<file path="config.mk">
export PLATFORM = sky130hd
export DESIGN_NAME = gcb_exp_stage
export DESIGN_NICKNAME = d
export VERILOG_FILES = /design/src/gcb_exp_stage.sv
export SDC_FILE = /design/constraint.sdc
export NUM_CORES = 2
export LEC_CHECK = 0
export BUFFER_PORTS_ARGS = -buffer_cell sky130_fd_sc_hd__buf_4
export CAP_MARGIN = 20
export CELL_PAD_IN_SITES_DETAIL_PLACEMENT = 1
export CELL_PAD_IN_SITES_GLOBAL_PLACEMENT = 2
export CORE_MARGIN = 8
export CORE_UTILIZATION = 25
export CTS_CLUSTER_DIAMETER = 100
export DETAILED_ROUTE_END_ITERATION = 10
export MAX_ROUTING_LAYER = met4
export PLACE_DENSITY_LB_ADDON = 0.1
export SKIP_CTS_REPAIR_TIMING = 1
export SLEW_MARGIN = 20
export SYNTH_ARGS = -nofsm -noshare
export SYNTH_HDL_FRONTEND = slang
export SYNTH_SLANG_ARGS = --single-unit
</file>
<file path="constraint.sdc">
create_clock -name clk -period 12.1 [get_ports clk]
set_clock_uncertainty 0.1 [all_clocks]
set_input_delay 2.42 -clock clk [delete_from_list [all_inputs] [get_ports clk]]
set_output_delay 2.42 -clock clk [all_outputs]
set_load 0.05 [all_outputs]
</file>
<file path="src/gcb_exp_stage.sv">
// ----------------------------------------------------------------------------
// gcb_exp_stage: one factor of the 2^-t product
// Multiplies the running Q0.32 product by one root when its bit is set.
// ----------------------------------------------------------------------------
module gcb_exp_stage (
  input  logic        clk,
  input  logic        en,
  input  logic        sel,
  input  logic [31:0] root,
  input  logic [31:0] p_in,
  input  logic        one_in,
  output logic [31:0] p_out,
  output logic        one_out
);

  logic [63:0] prod;

  // While the product is still exactly one, it is held only as a flag.
  assign prod = 64'(p_in) * 64'(root);

  always_ff @(posedge clk) begin
    if (en) begin
      if (sel) begin
        p_out   <= one_in ? root : prod[63:32];
        one_out <= 1'b0;
      end else begin
        p_out   <= p_in;
        one_out <= one_in;
      end
    end
  end

endmodule

</file>
==> impl_metrics.py <==
metrics = {
    "floorplan": {
        "dieArea_um2": 149000,
        "fp.dieH_um": 385,
        "core_um2": 135000,
        "ios": 101,
        "die_w_um": 385,
        "num_rows": 135,
        "initial_core_util_pct": 25.2,
    },
    "synthesis": {
        "async_flop_share_pct": 0,
        "avgSynthCellArea_um2": 9.19,
        "synth_fp_nets": 4935,
        "ys_ff_latch": 33,
        "synth_cells": 3712,
        "ys_warn_count": 0,
        "synth_top_area_cell": "fa_1",
        "synth.top_cell.area_share_pct": 52.5,
        "synth_top_flop_cell": "edfxtp_1",
        "synth.most_common_cell": "fa_1",
        "synth_area_leaders": "fa_1 53%, and2_1 11%, inv_1 9.5%",
        "synth_edf_count": 33,
        "syn_area_um2": 34100,
        "synth_common_cells": "895 x fa_1, 867 x inv_1, 591 x and2_1, 478 x nand2_1, 260 x ha_1",
        "synth_cell_types": 61,
        "synth.yosys.seq_area_share_pct": 2.90,
    },
    "timing": {
        "fmax_ghz": 0.0950,
        "finalSetupViolations": 0,
        "setup_tns_ns": 0,
        "worstMarginPinSlew_ns": 0.763,
        "grt_setup_unrepaired": "no",
        "max_slew_margin_pct": 48.9,
        "finalCriticalPeriod_ns": 10.53,
        "slew_viol_final": 0,
        "finalHoldViolCount": 0,
        "fin_crit_sh_pct": 87.0,
    },
    "clock_tree": {
        "clk_pin_slew_ns": 0.06,
        "cts_made_buffers": 5,
        "clk_path_buf_depth": 2,
        "clockRootBuffer": "clkbuf_16",
        "cts_tree": "built",
        "htree_levels": 2,
        "clock-sinks": 33,
    },
    "placement": {
        "routabilityCongestion": 0.781,
        "port_buffers": 100,
        "hpwl_um": 101000,
    },
    "flow_run": {
        "max-cap-violations": 0,
    },
    "routing": {
        "routedLengthMet1_um": 55100,
        "drc_errors": 0,
        "dr.pass1.iters": 8,
        "wire_per_inst_um": 24.1,
        "vias": 23900,
        "met3_length_um": 2020,
        "drt_iter0_markers": 844,
        "highest-signal-layer": "met4",
        "drtAntennaViolNets": 0,
        "met2_length_um": 72200,
        "via_per_inst": 4.42,
        "routed_wl_um": 131000,
    },
    "global_routing": {
        "antenna_found_initial": 16,
        "grt_pass1_wl_um": 197000,
        "grt_usage_pct": 18.5,
        "grt_pass1_vias": 28600,
        "grt_overflow": 0,
        "grt_max_degree": 54,
    },
    "worst_setup_path": {
        "start_kind": "primary input",
        "cp.arrival_ns": 10.45,
        "worst-setup-path-type": "in2reg",
        "cp-end-kind": "flop",
        "crit_fanout": 33,
        "required_ns": 12.02,
    },
    "layout": {
        "nNetsFinal": 4855,
        "syn_to_final_growth_pct": 7.53,
        "drive_above_1_share_pct": 4.07,
    },
    "min_path": {
        "hold_class": "in2reg",
    },
    "run_status": {
        "status": "complete, no violations",
    },
}
worst max-delay path, stage by stage:
cell	delay, ns
buf_4	0.29
and2_1	0.26
fa_1	0.60
inv_1	0.08
fa_1	0.62
inv_1	0.08
fa_1	0.48
fa_1	0.59
fa_1	0.45
fa_1	0.41
fa_1	0.45
fa_1	0.48
ha_1	0.52
and3_1	0.30
nand2_1	0.12
nor4_1	0.56
a31oi_4	0.31
a2111oi_2	0.61
o21ai_0	0.19
o21ai_0	0.32
xnor2_1	0.15
o21ai_0	0.08
metrics by stage:
step / setup WS, ns / cell area [µm²] / instances / utilization (%) / hold slack, ns
final: 1.57 / 36700 / 5420 / 27.1 / 2.51
after global routing: 1.18 / 36700 / 5415 / 27.1 / 2.53
after CTS: 1.46 / 36700 / 5414 / 27.1 / 2.49
after detailed placement: 1.16 / 36500 / 5406 / 26.9 / 2.81
after global placement: 1.13 / 36500 / 5406 / 26.9 / 2.81
after floorplan: 2.60 / 34100 / 3712 / - / 2.43
registers in the layout (all words and copies together) (netlist names):
signal / count
p_out: 32
one_out: 1
area by class of cell:
cell class / instances / area [µm²]
Clock inverter: 3 / 46.3
Sequential cell: 33 / 991
Tap cell: 1781 / 2230
Multi-Input combinational cell: 2597 / 29100
Timing Repair Buffer: 128 / 961
Antenna cell: 6 / 15.0
Fill cell: 15600 / 98800
Clock buffer: 5 / 125
Inverter: 867 / 3250
routing by layer:
layer  vias to the layer above  GRT usage, %
met4                         0          2.16
met2                       244          35.1
met3                        58         0.471
li1                      10600             -
met1                     13000          22.5
met5                         -             -
worst paths after layout:
path	startpoint	to	depth (start not counted)	slack [ns]
min	sel	one_out	2	2.51
max	root[17]	p_out[31]	22	1.57
placed cells by master (no fill, tap or decap), drive strengths merged, types with 6 or more instances in the layout:
cell type and count:
a31oi 12, and3 9, xor2 9, nand4 12
fa 895, o21bai 7, buf 128, o21a 6
a21o 32, inv 867, a21oi 77, diode 6
o21ai 32, and2 591, mux2i 10, nand2b 6
nor2b 10, nand2 478, nand3 19, xnor2 21
edfxtp 33, ha 260, nor2 41
kinds of logic after synthesis:
| group | count (synthesis) | synth area share [%] |
|---|---|---|
| adders and majority gates | 1155 | 62.0 |
| muxes | 13 | 0.392 |
| xor gates and xnor gates | 30 | 0.770 |
| AOI/OAI and AO/OA | 206 | 3.91 |
| and+or+nand+nor | 1193 | 18.1 |
| DFF | 33 | 2.90 |
| buffers and inverters | 1082 | 11.9 |
Power is not shown: default switching activity piles up to over one toggle a cycle in this logic, so the estimate is an artifact.
