===== config.mk =====
export PLATFORM = sky130hd
export DESIGN_NAME = gcb_post
export DESIGN_NICKNAME = d
export VERILOG_FILES = /design/src/gcb_pkg.sv /design/src/gcb_post.sv
export SDC_FILE = /design/constraint.sdc
export NUM_CORES = 2
export LEC_CHECK = 0
export ABC_CLOCK_PERIOD_IN_PS = 8600
export BUFFER_PORTS_ARGS = -buffer_cell sky130_fd_sc_hd__buf_2
export CORE_ASPECT_RATIO = 1.25
export CORE_UTILIZATION = 60
export CTS_CLUSTER_SIZE = 8
export DETAILED_ROUTE_END_ITERATION = 6
export HOLD_SLACK_MARGIN = 0.08
export PLACE_DENSITY_LB_ADDON = 0.05
export SKIP_CTS_REPAIR_TIMING = 1
export SLEW_MARGIN = 20
export SYNTH_ARGS = -nofsm -noshare
export SYNTH_HDL_FRONTEND = slang
export SYNTH_SLANG_ARGS = --single-unit

===== constraint.sdc =====
create_clock -name clk -period 8.6 [get_ports clk]
set_input_delay 1.72 -clock clk [delete_from_list [all_inputs] [get_ports clk]]
set_output_delay 1.72 -clock clk [all_outputs]
set_load 0.01 [all_outputs]

===== src/gcb_pkg.sv =====
// ----------------------------------------------------------------------------
// gcb_pkg: shared constants, types and tables
// Fixed-point constants, register indexes and elaboration-time tables for the
// gamma / contrast / brightness ramp pipeline.
// ----------------------------------------------------------------------------
package gcb_pkg;

  localparam int CODE_BITS = 8;
  localparam int CODE_MAX  = (1 << CODE_BITS) - 1;
  localparam int IN_W      = ((CODE_BITS + 7) / 8) * 8;
  localparam int LVL_W     = 16;

  // Log distance is below (CODE_BITS + 1) * 2^16, so 20 bits cover every size.
  localparam int LOG_W      = 20;
  localparam int NUM_W      = 32;
  localparam int DIV_BITS   = 4;
  localparam int DIV_STAGES = NUM_W / DIV_BITS;
  localparam int EXP_STEPS  = 16;

  localparam logic [15:0] GAMMA_MIN = 16'd410;
  localparam logic [15:0] UNITY_PCT = 16'd25600;
  localparam logic [15:0] LEVEL_SCALE = 16'(CODE_MAX << (16 - CODE_BITS));

  // x / 25 == (x * DIV25_K) >> DIV25_SHIFT, exact for x below 2^22.
  localparam logic [21:0] DIV25_K     = 22'd2684355;
  localparam int          DIV25_SHIFT = 26;

  localparam logic [1:0] REG_GAMMA      = 2'd0;
  localparam logic [1:0] REG_CONTRAST   = 2'd1;
  localparam logic [1:0] REG_BRIGHTNESS = 2'd2;

  typedef logic [LOG_W-1:0] dist_t;
  typedef dist_t dist_table_t [0:CODE_MAX];
  typedef logic [31:0] root_table_t [1:EXP_STEPS];

  // log2 of x (x >= 1) in Q.16, by repeated squaring of the mantissa.
  function automatic logic [63:0] log2_q16(input logic [31:0] x);
    int          n;
    logic [63:0] m;
    logic [15:0] frac;
    n = 0;
    while (n < 31 && (x >> (n + 1)) != 0) n++;
    m = 64'(x) << (30 - n);
    frac = '0;
    for (int k = 0; k < 16; k++) begin
      m = (m * m) >> 30;
      frac = {frac[14:0], 1'b0};
      if (m >= (64'd1 << 31)) begin
        frac[0] = 1'b1;
        m = m >> 1;
      end
    end
    return (64'(n) << 16) | 64'(frac);
  endfunction

  function automatic dist_table_t make_dist_table();
    dist_table_t tbl;
    logic [63:0] lm;
    logic [63:0] lc;
    lm = log2_q16(32'(CODE_MAX));
    tbl[0] = '0;
    for (int c = 1; c <= CODE_MAX; c++) begin
      lc = log2_q16(32'(c));
      tbl[c] = (lc > lm) ? '0 : LOG_W'(lm - lc);
    end
    return tbl;
  endfunction

  function automatic logic [63:0] isqrt64(input logic [63:0] a_in);
    logic [63:0] a;
    logic [63:0] r;
    logic [63:0] b;
    a = a_in;
    r = '0;
    b = 64'd1 << 62;
    while (b > a) b = b >> 2;
    while (b != 0) begin
      if (a >= r + b) begin
        a = a - (r + b);
        r = (r >> 1) + b;
      end else begin
        r = r >> 1;
      end
      b = b >> 2;
    end
    return r;
  endfunction

  // Factors 2^(-2^-k) in Q0.32.
  function automatic root_table_t make_roots();
    root_table_t rt;
    logic [63:0] prev;
    prev = 64'd1 << 31;
    for (int k = 1; k <= EXP_STEPS; k++) begin
      prev = isqrt64(prev << 32);
      rt[k] = prev[31:0];
    end
    return rt;
  endfunction

  localparam dist_table_t DIST_TABLE = make_dist_table();
  localparam root_table_t ROOTS      = make_roots();

endpackage


===== src/gcb_post.sv =====
// ----------------------------------------------------------------------------
// gcb_post: contrast, brightness, clamp and level scaling
// Four register stages from the Q.16 power value to the output level.
// ----------------------------------------------------------------------------
module gcb_post
  import gcb_pkg::*;
(
  input  logic                 clk,
  input  logic                 en,
  input  logic [16:0]          pwr,
  input  logic [CODE_BITS-1:0] code,
  input  logic [15:0]          contrast,
  input  logic [15:0]          brightness,
  output logic [LVL_W-1:0]     level
);

  logic signed [17:0] cen;
  logic signed [34:0] cprod;
  logic signed [34:0] c_prod_r;
  logic [CODE_BITS-1:0] code1, code2, code3;

  logic [33:0] c_mag;
  logic [20:0] c_a;
  logic signed [16:0] b_diff;
  logic [21:0] b_mag;
  logic [42:0] c_m_r, b_m_r;
  logic        c_neg_r, b_neg_r;

  logic [16:0] c_q, b_q;
  logic signed [19:0] w;
  logic [16:0] w_r;

  logic [32:0] lprod;
  logic [17:0] lsum;

  // Stage 1: centered power times contrast.
  assign cen   = $signed({1'b0, pwr}) - 18'sd32768;
  assign cprod = 35'(cen) * 35'($signed({1'b0, contrast}));

  always_ff @(posedge clk) begin
    if (en) begin
      c_prod_r <= cprod;
      code1    <= code;
    end
  end

  // Stage 2: divide by 25600 as a shift and a reciprocal multiply, on magnitudes.
  assign c_mag  = c_prod_r[34] ? 34'(-c_prod_r) : c_prod_r[33:0];
  assign c_a    = c_mag[30:10];
  assign b_diff = $signed({1'b0, brightness}) - $signed({1'b0, UNITY_PCT});
  assign b_mag  = b_diff[16] ? {16'(-b_diff), 6'd0} : {b_diff[15:0], 6'd0};

  always_ff @(posedge clk) begin
    if (en) begin
      c_m_r   <= 43'(c_a) * 43'(DIV25_K);
      b_m_r   <= 43'(b_mag) * 43'(DIV25_K);
      c_neg_r <= c_prod_r[34];
      b_neg_r <= b_diff[16];
      code2   <= code1;
    end
  end

  // Stage 3: restore signs, add offsets and clamp to [0, 1].
  assign c_q = c_m_r[DIV25_SHIFT+16:DIV25_SHIFT];
  assign b_q = b_m_r[DIV25_SHIFT+16:DIV25_SHIFT];
  assign w   = (c_neg_r ? -$signed({3'b0, c_q}) : $signed({3'b0, c_q}))
             + (b_neg_r ? -$signed({3'b0, b_q}) : $signed({3'b0, b_q}))
             + 20'sd32768;

  always_ff @(posedge clk) begin
    if (en) begin
      if (w < 0) begin
        w_r <= '0;
      end else if (w > 20'sd65536) begin
        w_r <= 17'd65536;
      end else begin
        w_r <= w[16:0];
      end
      code3 <= code2;
    end
  end

  // Stage 4: scale to the output range and add the code back.
  assign lprod = 33'(w_r) * 33'(LEVEL_SCALE);
  assign lsum  = {1'b0, lprod[32:16]} + 18'(code3);

  always_ff @(posedge clk) begin
    if (en) begin
      level <= (lsum > 18'hFFFF) ? 16'hFFFF : lsum[15:0];
    end
  end

endmodule


==> results.ini <==
[run_status]
status=complete, but fails checks
violations=setup timing

[setup_path]
cp_slowest_cell=or4_4
required_ps=8790
worst-path-stages=27
reg2reg_to=c_m_r[42]
path_class=reg -> reg
crit_top_cell=fa_1
crit_family=simple AND/OR/NAND/NOR gates
path_max_fanout=4
timing.reg2reg.setup_slack_ps=-510
timing.critical_path.buf_inv=1
worstReg2RegStart=c_prod_r[14]
critPathCaptureType=register
crit_arrival_ps=9300
ff2ff_path_depth=27
cpPeakStageDelay_ps=550
crit_path_start_kind=register

[routing]
route.detailed.drc=0
vias=23930
drtAntennaViolNets=0
wl_per_cell_um=18.19
drtIter0Drc=919
drtPass1Iterations=5
wirelength_mm=80.60
viasPerCell=5.400

[place]
postPlaceCellArea_um2=37120
placed_cells=4392
gp_congestion=0.9592
portBuffers=74
pre_cts_slack_ps=-518.4
hpwlAfterDp_mm=71.26

[synthesis]
syn_inst=3432
yosysSeqAreaShare_pct=10.90
yosys_warnings=0
syn_area_per_cell_um2=10.03
synth_edf_count=125
synth_cell_type_count=60
synth-main-ff-cell=edfxtp_1
postSynth.asyncResetShare_pct=0
synth-seq-cells=125
syn_nets=4719
synth_area_um2=34420

[cts]
root_buffer=clkbuf_16
clkTransAtPathRegs_ps=70
ctsHtreeMaxLevel=4
clk_latency_ps=450
clock_sinks=125
ctsLongestPathBuffers=2
tritoncts=yes
numCtsBuffers=17

[die]
boundaryPins=75
core_area_um2=56310
die_area_um2=58340
rows=97
initial_core_util_pct=61.13
chipWidth_um=216.2
die_h_um=269.8

[timing]
relSlewSlack_pct=33.92
worst_pin_slew_ps=984.1
slew_violations=0
fin_skew_ps=16.78
fin_crit_sh_pct=105.9
fmax_ghz=0.1098
fin_ws_ps=-505.6
fin_setup_tns_ps=-3978
rsz0062_at_grt=true
layout_min_cycle_time_ps=9106
finalHoldViolations=0
setup_viol=14

[global_routing]
grt_pass1_wl_mm=134.0
antenna_found_initial=0
grt_max_degree=70
track_usage_pct=29.09
overflow=0
grt_pass1_vias=27140

[finish]
diodes=0
num-fill-cells=4468
drive_above_1_share_pct=10.33
fin_cells=4431
nets=4964
final_cell_area_um2=37950
area_growth_syn_to_layout_pct=10.25

[job]
cap_violations=0

[worst_hold_path]
hp-start=code2[5]
holdPathStages=0
hp-class=reg -> reg
whs_endpoint=code3[5]

[stage by stage]
step	utilization, %	hold slack [ps]
after global routing	67.40	425.3
after global placement	65.91	400.6
after floorplan	-	400.3
after CTS	66.91	421.2
after detailed placement	65.91	405.7
final	67.40	419.9
[flip-flops by register name (all words and copies together) (netlist names)]
name      count
c_prod_r     32
code2         8
code3         8
code1         8
b_neg_r       1
w_r          17
c_neg_r       1
b_m_r        17
level        16
c_m_r        17
[Yosys cell counts, types with 3 or more instances]
| library cell | count | area share, % |
|---|---|---|
| ha_1 | 585 | 21 |
| or4_4 | 4 | 0.13 |
| a21oi_1 | 96 | 1.4 |
| o41ai_1 | 10 | 0.25 |
| clkbuf_1 | 54 | 0.59 |
| o21ai_0 | 75 | 1.1 |
| or2_2 | 13 | 0.24 |
| o31ai_1 | 12 | 0.26 |
| nand3_1 | 24 | 0.35 |
| or4_1 | 7 | 0.15 |
| nand2_1 | 223 | 2.4 |
| and2_1 | 138 | 2.5 |
| xor2_1 | 51 | 1.3 |
| or3_1 | 15 | 0.27 |
| xnor2_1 | 134 | 3.4 |
| edfxtp_1 | 125 | 11 |
| nand4_1 | 19 | 0.35 |
| o21a_1 | 20 | 0.44 |
| o22ai_1 | 3 | 0.055 |
| fa_1 | 643 | 37 |
| nor4_1 | 8 | 0.15 |
| and3_1 | 11 | 0.20 |
| a2111oi_0 | 3 | 0.076 |
| o31a_1 | 3 | 0.076 |
| a211oi_1 | 15 | 0.33 |
| o2111ai_1 | 3 | 0.076 |
| o221ai_1 | 4 | 0.10 |
| nor2_1 | 73 | 0.80 |
| o21bai_1 | 7 | 0.15 |
| nor3_1 | 35 | 0.51 |
| inv_1 | 864 | 9.4 |
| nand3b_1 | 4 | 0.087 |
| a31o_2 | 3 | 0.076 |
| o211ai_1 | 5 | 0.11 |
| nor3b_1 | 9 | 0.20 |
| nand4b_1 | 3 | 0.076 |
| a31oi_1 | 5 | 0.091 |
| a21o_1 | 35 | 0.76 |
| nand2b_1 | 30 | 0.55 |
| a211o_1 | 6 | 0.15 |
| nor2b_1 | 28 | 0.51 |
[cell usage in the layout, fill, tap and decap left out, types with 24 or more instances in the layout]
cell type	instances
inv_1	863
fa_1	640
ha_1	577
nand2_1	223
buf_4	205
and2_1	138
xnor2_1	129
edfxtp_1	125
a21oi_1	87
buf_2	73
nor2_1	72
o21ai_0	68
xor2_1	50
a21o_1	34
nor3_1	31
nand2b_1	30
nor2b_1	27
nand3_1	24
[how the worst max path moves through the flow]
| stage | startpoint | endpoint | slack, ps |
|---|---|---|---|
| 6_report | c_prod_r[14] | c_m_r[42] | -510 |
| 5_1_grt | c_prod_r[4] | c_m_r[42] | -810 |
| 4_1_cts | c_prod_r[4] | c_m_r[42] | -560 |
| 3_5_place_dp | c_prod_r[0] | c_m_r[39] | -520 |
| 3_3_place_gp | c_prod_r[4] | c_m_r[39] | -460 |
| 2_1_floorplan | c_prod_r[14] | c_m_r[42] | -230 |
[layer usage]
layer | wire length [um] | vias to the layer above | GRT usage, % | share of wire, %
met3 | 1415 | 132 | 1.881 | 1.8
met5 | 0 | - | 0 | 0
li1 | - | 11270 | - | -
met1 | 32100 | 12150 | 33.32 | 40
met4 | 2277 | 0 | 9.044 | 2.8
met2 | 44810 | 376 | 56.82 | 56
[cell type report]
type                       count  area (um2)  area share, %
multi-input combinational   2389       27540          72.56
sequential                   125        3754          9.890
inverter                     864        3247          8.555
timing repair buffer         279        1916          5.047
tap                          742       928.4          2.446
clock buffer                  17       425.4          1.121
clock inverter                14       136.4         0.3593
timing repair inverter         1       7.507        0.01978
[cell families (layout without fill, tap and decap cells)]
logic type	count (synthesis)	in the layout	synth area share [%]
fa+ha+maj	1228	1228	58.66
compound gates	321	321	5.921
buf+inv	918	1175	10.01
xor+xnor	185	185	4.707
simple gates	653	653	9.745
mux	2	2	0.05816
flops	125	125	10.90
Power is not shown: default switching activity piles up to over one toggle a cycle in this logic, so the estimate is an artifact.
