File: src/gcb_pkg.sv
// ----------------------------------------------------------------------------
// gcb_pkg: shared constants, types and tables
// Fixed-point constants, register indexes and elaboration-time tables for the
// gamma / contrast / brightness ramp pipeline.
// ----------------------------------------------------------------------------
package gcb_pkg;

  localparam int CODE_BITS = 8;
  localparam int CODE_MAX  = (1 << CODE_BITS) - 1;
  localparam int IN_W      = ((CODE_BITS + 7) / 8) * 8;
  localparam int LVL_W     = 16;

  // Log distance is below (CODE_BITS + 1) * 2^16, so 20 bits cover every size.
  localparam int LOG_W      = 20;
  localparam int NUM_W      = 32;
  localparam int DIV_BITS   = 4;
  localparam int DIV_STAGES = NUM_W / DIV_BITS;
  localparam int EXP_STEPS  = 16;

  localparam logic [15:0] GAMMA_MIN = 16'd410;
  localparam logic [15:0] UNITY_PCT = 16'd25600;
  localparam logic [15:0] LEVEL_SCALE = 16'(CODE_MAX << (16 - CODE_BITS));

  // x / 25 == (x * DIV25_K) >> DIV25_SHIFT, exact for x below 2^22.
  localparam logic [21:0] DIV25_K     = 22'd2684355;
  localparam int          DIV25_SHIFT = 26;

  localparam logic [1:0] REG_GAMMA      = 2'd0;
  localparam logic [1:0] REG_CONTRAST   = 2'd1;
  localparam logic [1:0] REG_BRIGHTNESS = 2'd2;

  typedef logic [LOG_W-1:0] dist_t;
  typedef dist_t dist_table_t [0:CODE_MAX];
  typedef logic [31:0] root_table_t [1:EXP_STEPS];

  // log2 of x (x >= 1) in Q.16, by repeated squaring of the mantissa.
  function automatic logic [63:0] log2_q16(input logic [31:0] x);
    int          n;
    logic [63:0] m;
    logic [15:0] frac;
    n = 0;
    while (n < 31 && (x >> (n + 1)) != 0) n++;
    m = 64'(x) << (30 - n);
    frac = '0;
    for (int k = 0; k < 16; k++) begin
      m = (m * m) >> 30;
      frac = {frac[14:0], 1'b0};
      if (m >= (64'd1 << 31)) begin
        frac[0] = 1'b1;
        m = m >> 1;
      end
    end
    return (64'(n) << 16) | 64'(frac);
  endfunction

  function automatic dist_table_t make_dist_table();
    dist_table_t tbl;
    logic [63:0] lm;
    logic [63:0] lc;
    lm = log2_q16(32'(CODE_MAX));
    tbl[0] = '0;
    for (int c = 1; c <= CODE_MAX; c++) begin
      lc = log2_q16(32'(c));
      tbl[c] = (lc > lm) ? '0 : LOG_W'(lm - lc);
    end
    return tbl;
  endfunction

  function automatic logic [63:0] isqrt64(input logic [63:0] a_in);
    logic [63:0] a;
    logic [63:0] r;
    logic [63:0] b;
    a = a_in;
    r = '0;
    b = 64'd1 << 62;
    while (b > a) b = b >> 2;
    while (b != 0) begin
      if (a >= r + b) begin
        a = a - (r + b);
        r = (r >> 1) + b;
      end else begin
        r = r >> 1;
      end
      b = b >> 2;
    end
    return r;
  endfunction

  // Factors 2^(-2^-k) in Q0.32.
  function automatic root_table_t make_roots();
    root_table_t rt;
    logic [63:0] prev;
    prev = 64'd1 << 31;
    for (int k = 1; k <= EXP_STEPS; k++) begin
      prev = isqrt64(prev << 32);
      rt[k] = prev[31:0];
    end
    return rt;
  endfunction

  localparam dist_table_t DIST_TABLE = make_dist_table();
  localparam root_table_t ROOTS      = make_roots();

endpackage

File: src/gcb_div_stage.sv
// ----------------------------------------------------------------------------
// gcb_div_stage: one registered slice of the exponent divider
// Restoring division, DIV_BITS quotient bits per stage.
// ----------------------------------------------------------------------------
module gcb_div_stage
  import gcb_pkg::*;
(
  input  logic             clk,
  input  logic             en,
  input  logic [15:0]      divisor,
  input  logic [15:0]      rem_in,
  input  logic [NUM_W-1:0] num_in,
  input  logic [NUM_W-1:0] quo_in,
  output logic [15:0]      rem_out,
  output logic [NUM_W-1:0] num_out,
  output logic [NUM_W-1:0] quo_out
);

  logic [15:0]      rem_next;
  logic [NUM_W-1:0] num_next;
  logic [NUM_W-1:0] quo_next;
  logic [16:0]      trial;

  always_comb begin
    rem_next = rem_in;
    num_next = num_in;
    quo_next = quo_in;
    trial    = '0;
    for (int s = 0; s < DIV_BITS; s++) begin
      trial    = {rem_next, num_next[NUM_W-1]};
      num_next = {num_next[NUM_W-2:0], 1'b0};
      if (trial >= {1'b0, divisor}) begin
        rem_next = 16'(trial - {1'b0, divisor});
        quo_next = {quo_next[NUM_W-2:0], 1'b1};
      end else begin
        rem_next = trial[15:0];
        quo_next = {quo_next[NUM_W-2:0], 1'b0};
      end
    end
  end

  always_ff @(posedge clk) begin
    if (en) begin
      rem_out <= rem_next;
      num_out <= num_next;
      quo_out <= quo_next;
    end
  end

endmodule

File: config.mk
export PLATFORM = sky130hd
export DESIGN_NAME = gcb_div_stage
export DESIGN_NICKNAME = d
export VERILOG_FILES = /design/src/gcb_pkg.sv /design/src/gcb_div_stage.sv
export SDC_FILE = /design/constraint.sdc
export NUM_CORES = 1
export LEC_CHECK = 0
export BUFFER_PORTS_ARGS = -buffer_cell sky130_fd_sc_hd__buf_2
export CORE_MARGIN = 8
export CORE_UTILIZATION = 50
export DETAILED_ROUTE_END_ITERATION = 7
export GPL_TIMING_DRIVEN = 0
export PLACE_DENSITY = 0.82
export SLEW_MARGIN = 0
export SYNTH_ARGS = -nofsm -noshare
export SYNTH_HDL_FRONTEND = slang
export SYNTH_SLANG_ARGS = --single-unit
File: constraint.sdc
create_clock -name clk -period 30.9 [get_ports clk]
set_clock_uncertainty 0.05 [all_clocks]
set_input_delay 6.18 -clock clk [delete_from_list [all_inputs] [get_ports clk]]
set_output_delay 6.18 -clock clk [all_outputs]
set_load 0.01 [all_outputs]
==> results of run 1 <==
critical path, delay by kind of cell:
kind,cells,cell delay [ns]
AOI/OAI and AO/OA,25,6.73
adders and majority gates,4,1.11
buffers and inverters,9,1.84
and+or+nand+nor,6,1.14
muxes,4,1.47
cells by family after synthesis:
family,Yosys count,share of synthesized area [%]
compound gates,143,17.4
simple gates,136,11.0
flops,76,38.5
fa+ha+maj,68,14.9
buf+inv,55,3.92
xor+xnor,49,7.24
mux,34,7.03
other cells,1,0.0632
area by class of cell:
| type | instances | area share (%) |
|---|---|---|
| Timing Repair Buffer | 169 | 11.7 |
| Buffer | 10 | 0.881 |
| Clock buffer | 12 | 3.26 |
| Tap cell | 143 | 2.47 |
| Sequential cell | 76 | 31.5 |
| Clock inverter | 3 | 0.535 |
| Multi-Input combinational cell | 434 | 47.3 |
| Inverter | 45 | 2.33 |
final timing paths:
kind / depth (start not counted) / start / end
setup / recovery: 48 / divisor[1] / rem_out[9]
hold / removal: 1 / num_in[25] / num_out[29]
state kept, by name, summed over array words and instances (netlist names):
name,cells
num_out,28
quo_out,32
rem_out,16
per-stage QoR:
stage | setup slack, ns | power, µW | cells | hold slack, ns | util [%]
after floorplan | 14.40 | 582 | 565 | 6.23 | -
after global placement | 12.53 | 672 | 877 | 6.31 | 60.5
after detailed placement | 12.12 | 692 | 877 | 6.31 | 60.5
after CTS | 12.44 | 792 | 892 | 5.97 | 62.9
after global routing | 11.61 | 847 | 892 | 5.97 | 62.9
final | 12.42 | 792 | 892 | 5.98 | 62.9
cell usage in the layout, fill, tap and decap left out, types with 9 or more instances in the layout:
cell type | Yosys | routed
nor2_1 | 31 | 31
o21ai_0 | 33 | 33
ha_1 | 64 | 64
clkbuf_16 | 0 | 9
inv_1 | 44 | 44
a21oi_1 | 34 | 34
edfxtp_1 | 76 | 76
buf_2 | 3 | 171
mux2_2 | 19 | 19
nand4_1 | 10 | 10
nand3_1 | 13 | 13
xor2_1 | 20 | 20
nand2_1 | 43 | 43
a21o_1 | 18 | 18
o21bai_1 | 10 | 10
xnor2_1 | 29 | 29
metal layers:
layer	routed length [µm]	part of all wire (%)	track usage, %
met1	6580	39	22.7
met5	0	0	0
met4	439	2.6	9.17
met3	1020	6.1	4.88
met2	8620	52	38.3
power groups by stage:
stage / registers (µW) / logic [µW] / clock network, µW
final: 158 / 537 / 96.7
after global routing: 160 / 584 / 103
after CTS: 159 / 535 / 98.4
after detailed placement: 161 / 531 / 0
after global placement: 160 / 512 / 0
after floorplan: 172 / 410 / 0
==> metrics.txt, run 1 <==
DR pass1 iterations 4; Sw Pwr 310 µW; fmax 54.1 MHz; WP data required 30.92 ns; drt total wl about 17 mm; slowest CP cell a221oi_2; Max Cap Viol 0; starting density of the core 51.5%; fillcell total 959; Num CTS Buffers 9; Synth Register Bits 76; first-pass GRT wire length 26.6 mm; Ports around 180; initial antenna violation count 0; HP Class input pin to flop; Layout area overhead 22.2%; Remaining Overflow, GRT 0; CTS Hold Buffers Added 0; share of the synthesized area in the top cell type between 30% and 40%; gpl congestion 0.920; WL per Instance 18.7 µm; Post-synth EDFFs 76; setup tns final 0 ns; Comb pwr share 67.8%; highest ir drop seen on vdd 44.1 µV; post-synth top area cell edfxtp_1; CP Data Arrival Time 18.50 ns; # clock sinks 76; share of layout cells above drive strength 1 between 30% and 40%; power per cell area 109 nW/µm²; Final setup viols 0; total die area 15600 µm²; Rel. slew slack 36.3%; vias in the first global route 5179; ys async rst share 0%; CP Class input pin to flop; largest net degree at the start of global routing 77; Final min period roughly 18 ns; row count 39; total setup buffers inserted after CTS 0; kind of end point of the critical path flop; DR vias/cell 5.68; top-count cell post-synth edfxtp_1; status finished, final reports clean; mapped cell area between 5000 and 6000 µm²; TritonCTS clock tree done; Synth Area per Inst between 10 and 15 µm²; chip width 125 µm; main flop type after synthesis edfxtp_1; Root Buffer clkbuf_16; Worst Path Max Fanout 10; area post-placement around 7000 µm²; Detailed Place HPWL 14.1 mm; Worst Max-Slew Pin Slew between 0.9 and 1 ns; core area 11500 µm²; Ant. Diodes 0; Mapped Cells 562; max incr delay on CP 0.63 ns; Final ANT Viol Nets 0; register area between 2000 and 2500 µm²; Multi-input gate area roughly 3400 µm²; drt drc 0; Tot GR Track Use 20.9%; Clk network pwr share 12.2%; nets@finish 911; Worst-path clk slew 0.05 ns; Fin. Hold Viols 0; Design Area, Final around 7200 µm²; 1st-iter DRT viols 251; share of power burned in registers 20.0%; Leakage Power 0.00330 µW; die height 125 µm; post_cts resized 0; RSZ-0062 raised after global routing no; Worst setup SP type input pin; Max Root-Sink Buffers 2; synth top area cells edfxtp_1 38%, ha_1 14%, xnor2_1 4.3%, mux2_2 3.6%, xor2_1 3.0%; period utilization 59.8%; internal power slightly below 500 µW; Seq/Total Area, Yosys about two fifths; switch share about two fifths; PortBufs approximately 170; synth cell count leaders 76 x edfxtp_1, 64 x ha_1, 44 x inv_1, 43 x nand2_1, 34 x a21oi_1; Yosys Warn Count 0; Pins Over Slew Limit 0; Synth cell types 61; via count 5068; H-tree depth 3
Power figures use the tool's default switching activity.
==> run 2, diff against run 1 <==
ABC_AREA = 1   (was default)
PLACE_DENSITY = 0.81   (was 0.82)
clock period = 18.61 ns   (was 30.9 ns; I/O delays follow)
==> run 2 against run 1 <==
Effect of this change:
- sequential power is 67% higher
- largest cell class unchanged
- die area is 4.1% higher
- setup slack worse by 5.2 ns
- critical path depth is 1 higher
- worst hold slack worse by 2.5 ns
- synthesized area is 4.8% higher
- highest routed layer unchanged
- combinational power is 68% higher
- clock power is 66% higher
- non-clock buffer count is 4 higher
==> metrics.txt, run 2 <==
M3 GR Usage 4.33% (-0.55 points); WP data required 18.64 ns (-12.28 ns); Synth Register Bits 76 (unchanged); synth top area cells edfxtp_1 37%, ha_1 13%, nand2_1 12%, a21oi_1 4.8%, inv_1 4.4%; mapped cell area 6210 µm² (+4.8%); WL per Instance 14.9 µm (-20%); Ports 178 (unchanged); Root Buffer clkbuf_16; overall power consumption 1330 µW (+68%); Top reg by flops quo_out; grt met1 use 22.9% (+0.28 points); share of layout cells above drive strength 1 26.2% (-4.6 points); Worst Path Max Fanout 10 (unchanged); Yosys Warn Count 0 (unchanged); fin cells 1098 (+23%); Ant. Diodes 0 (unchanged); H-tree depth 3 (unchanged); Fin. Hold Viols 0 (unchanged); Synth Area per Inst 8.37 µm² (-21%); kind of end point of the critical path flop; HP Class input pin to flop; most frequent cells in the layout 200 x nand2_1, 171 x buf_2, 76 x edfxtp_1; slowest CP cell ha_1; Worst setup SP type input pin; main flop type after synthesis edfxtp_1; vias in the first global route 5318 (+2.7%); initial antenna violation count 0 (unchanged); Num CTS Buffers 9 (unchanged); Final setup viols 0 (unchanged); die height 127 µm (+2.1%); top-count cell post-synth nand2_1; TritonCTS clock tree done; Seq/Total Area, Yosys 36.7% (-1.8 points); Pins Over Slew Limit 0 (unchanged); drt drc 0 (unchanged); max incr delay on CP 0.35 ns (-0.28 ns); Layout area overhead 21.8%; commonest non-fill, non-tap cell in the layout nand2_1; placed cells 1082 (+23%); # clock sinks 76 (unchanged); CP Data Arrival Time 11.43 ns (-7.07 ns); DR vias/cell 5.14 (-9.5%); status finished, final reports clean; CTS Hold Buffers Added 0 (unchanged); period utilization 61.3%; share of the synthesized area in the top cell type 36.7% (-1.8 points); PortBufs 169 (unchanged); power per cell area 176 nW/µm² (+61%); synth cell count leaders 200 x nand2_1, 76 x edfxtp_1, 73 x inv_1, 64 x ha_1, 59 x a21oi_1; total die area 16200 µm² (+4.1%); Synth cell types 43 (-30%); CP Class input pin to flop; post-synth top area cell edfxtp_1; Largest regs quo_out x32, num_out x28, rem_out x16; Max Cap Viol 0 (unchanged); Worst Max-Slew Pin Slew 0.888 ns (-0.0554 ns); Max Root-Sink Buffers 2 (unchanged); Sw Pwr 614 µW (+98%); largest net degree at the start of global routing 77 (unchanged); Final ANT Viol Nets 0 (unchanged); Post-synth EDFFs 76 (unchanged); RSZ-0062 raised after global routing no; Detailed Place HPWL 13.8 mm (-2.3%); met2 Usage GRT 36.3% (-2.0 points); via count 5645 (+11%); Worst-path clk slew 0.06 ns (about the same); ys async rst share 0% (unchanged); Comb pwr share 68.0% (+0.2 points); core area 12100 µm² (+4.7%); nets@finish 1091 (+20%); tightest hold margin 3.51 ns (-2.47 ns); Remaining Overflow, GRT 0 (unchanged); highest ir drop seen on vdd 76.5 µV (+73%); internal power 714 µW (+48%); fmax 87.7 MHz; Final min period 11.40 ns; Clk network pwr share 12.1% (about the same); switch share 46.2% (+7.0 points); drt total wl 16.3 mm (-2.0%); setup tns final 0 ns (unchanged); CP dominant cell by count nand2_1; gpl congestion 0.923 (+0.33%); total setup buffers inserted after CTS 0 (unchanged); row count 40 (+2.6%); Leakage Power 0.00380 µW (+15%); 1st-iter DRT viols 411 (+64%); GRT busiest layer met2; Tot GR Track Use 20.0% (-0.95 points); max reg flops 32 (unchanged); post_cts resized 0 (unchanged); starting density of the core 51.5% (about the same); Rel. slew slack 40.8% (+4.5 points); first-pass GRT wire length 26.2 mm (-1.2%); chip width 127 µm (+2.1%); DR pass1 iterations 5 (+1); Mapped Cells 742 (+32%); share of power burned in registers 19.8% (-0.2 points)
## run 2: cell count changes in the layout (fill, tap and decap cells not counted), moves of 7 or more
cell and delta:
nand2_1 +157, inv_1 +29, a21oi_1 +25, nand2_2 +23
mux2_2 -19, nand3_1 +13, o21ai_1 +10, a21o_1 -8
mux2_4 -8, o21bai_1 -8, o21ai_0 -7
## run 2: critical path: cells and delay by family
family          cells  cell delay [ns]
simple gates       22             2.12
fa+ha+maj           4             1.28
buf+inv            10             1.58
compound gates     13             2.71
## run 2: per-stage QoR
| stage | area (µm²) | util (%) | setup slack (ns) |
|---|---|---|---|
| 3_3_place_gp | 7280 | 60.4 | 7.10 |
| 6_report | 7570 | 62.7 | 7.21 |
| 4_1_cts | 7570 | 62.7 | 7.31 |
| 5_1_grt | 7570 | 62.7 | 6.36 |
| 2_1_floorplan | 6220 | - | 8.35 |
| 3_5_place_dp | 7280 | 60.4 | 7.03 |
## run 2: worst paths after layout
| check | startpoint | depth (start not counted) | slack (ns) | endpoint |
|---|---|---|---|---|
| min | quo_in[11] | 1 | 3.51 | quo_out[15] |
| max | divisor[1] | 49 | 7.21 | rem_out[8] |
## run 2: logic make-up after synthesis
kind of cell | synth area share, %
AND/OR/NAND/NOR | 23.5
AO/OA/AOI/OAI | 11.6
buffers and inverters | 6.59
flip-flops | 36.7
adder cells (fa/ha/maj) | 14.2
XOR/XNOR | 7.33
other | 0.0604
## run 2: final cells by class
type,instances,area [µm²]
clock inverter,7,58.8
sequential,76,2280
multi-input combinational,576,3530
tap,168,210
fill,1044,4500
clock buffer,9,225
inverter,79,297
timing repair buffer,169,848
buffer,14,113
## run 2: routing by layer
layer  vias to the layer above  part of all wire (%)
met5                         -                     0
met4                         0                   1.8
met3                        25                   7.9
met2                       205                    50
met1                      2522                    40
li1                       2893                     -
## run 2: power groups by stage
stage          Clock, µW  Combinational, µW  Sequential (µW)
2_1_floorplan          0                699              287
3_3_place_gp           0                882              266
3_5_place_dp           0                895              267
4_1_cts              166                898              264
5_1_grt              172               1020              267
6_report             161                904              264
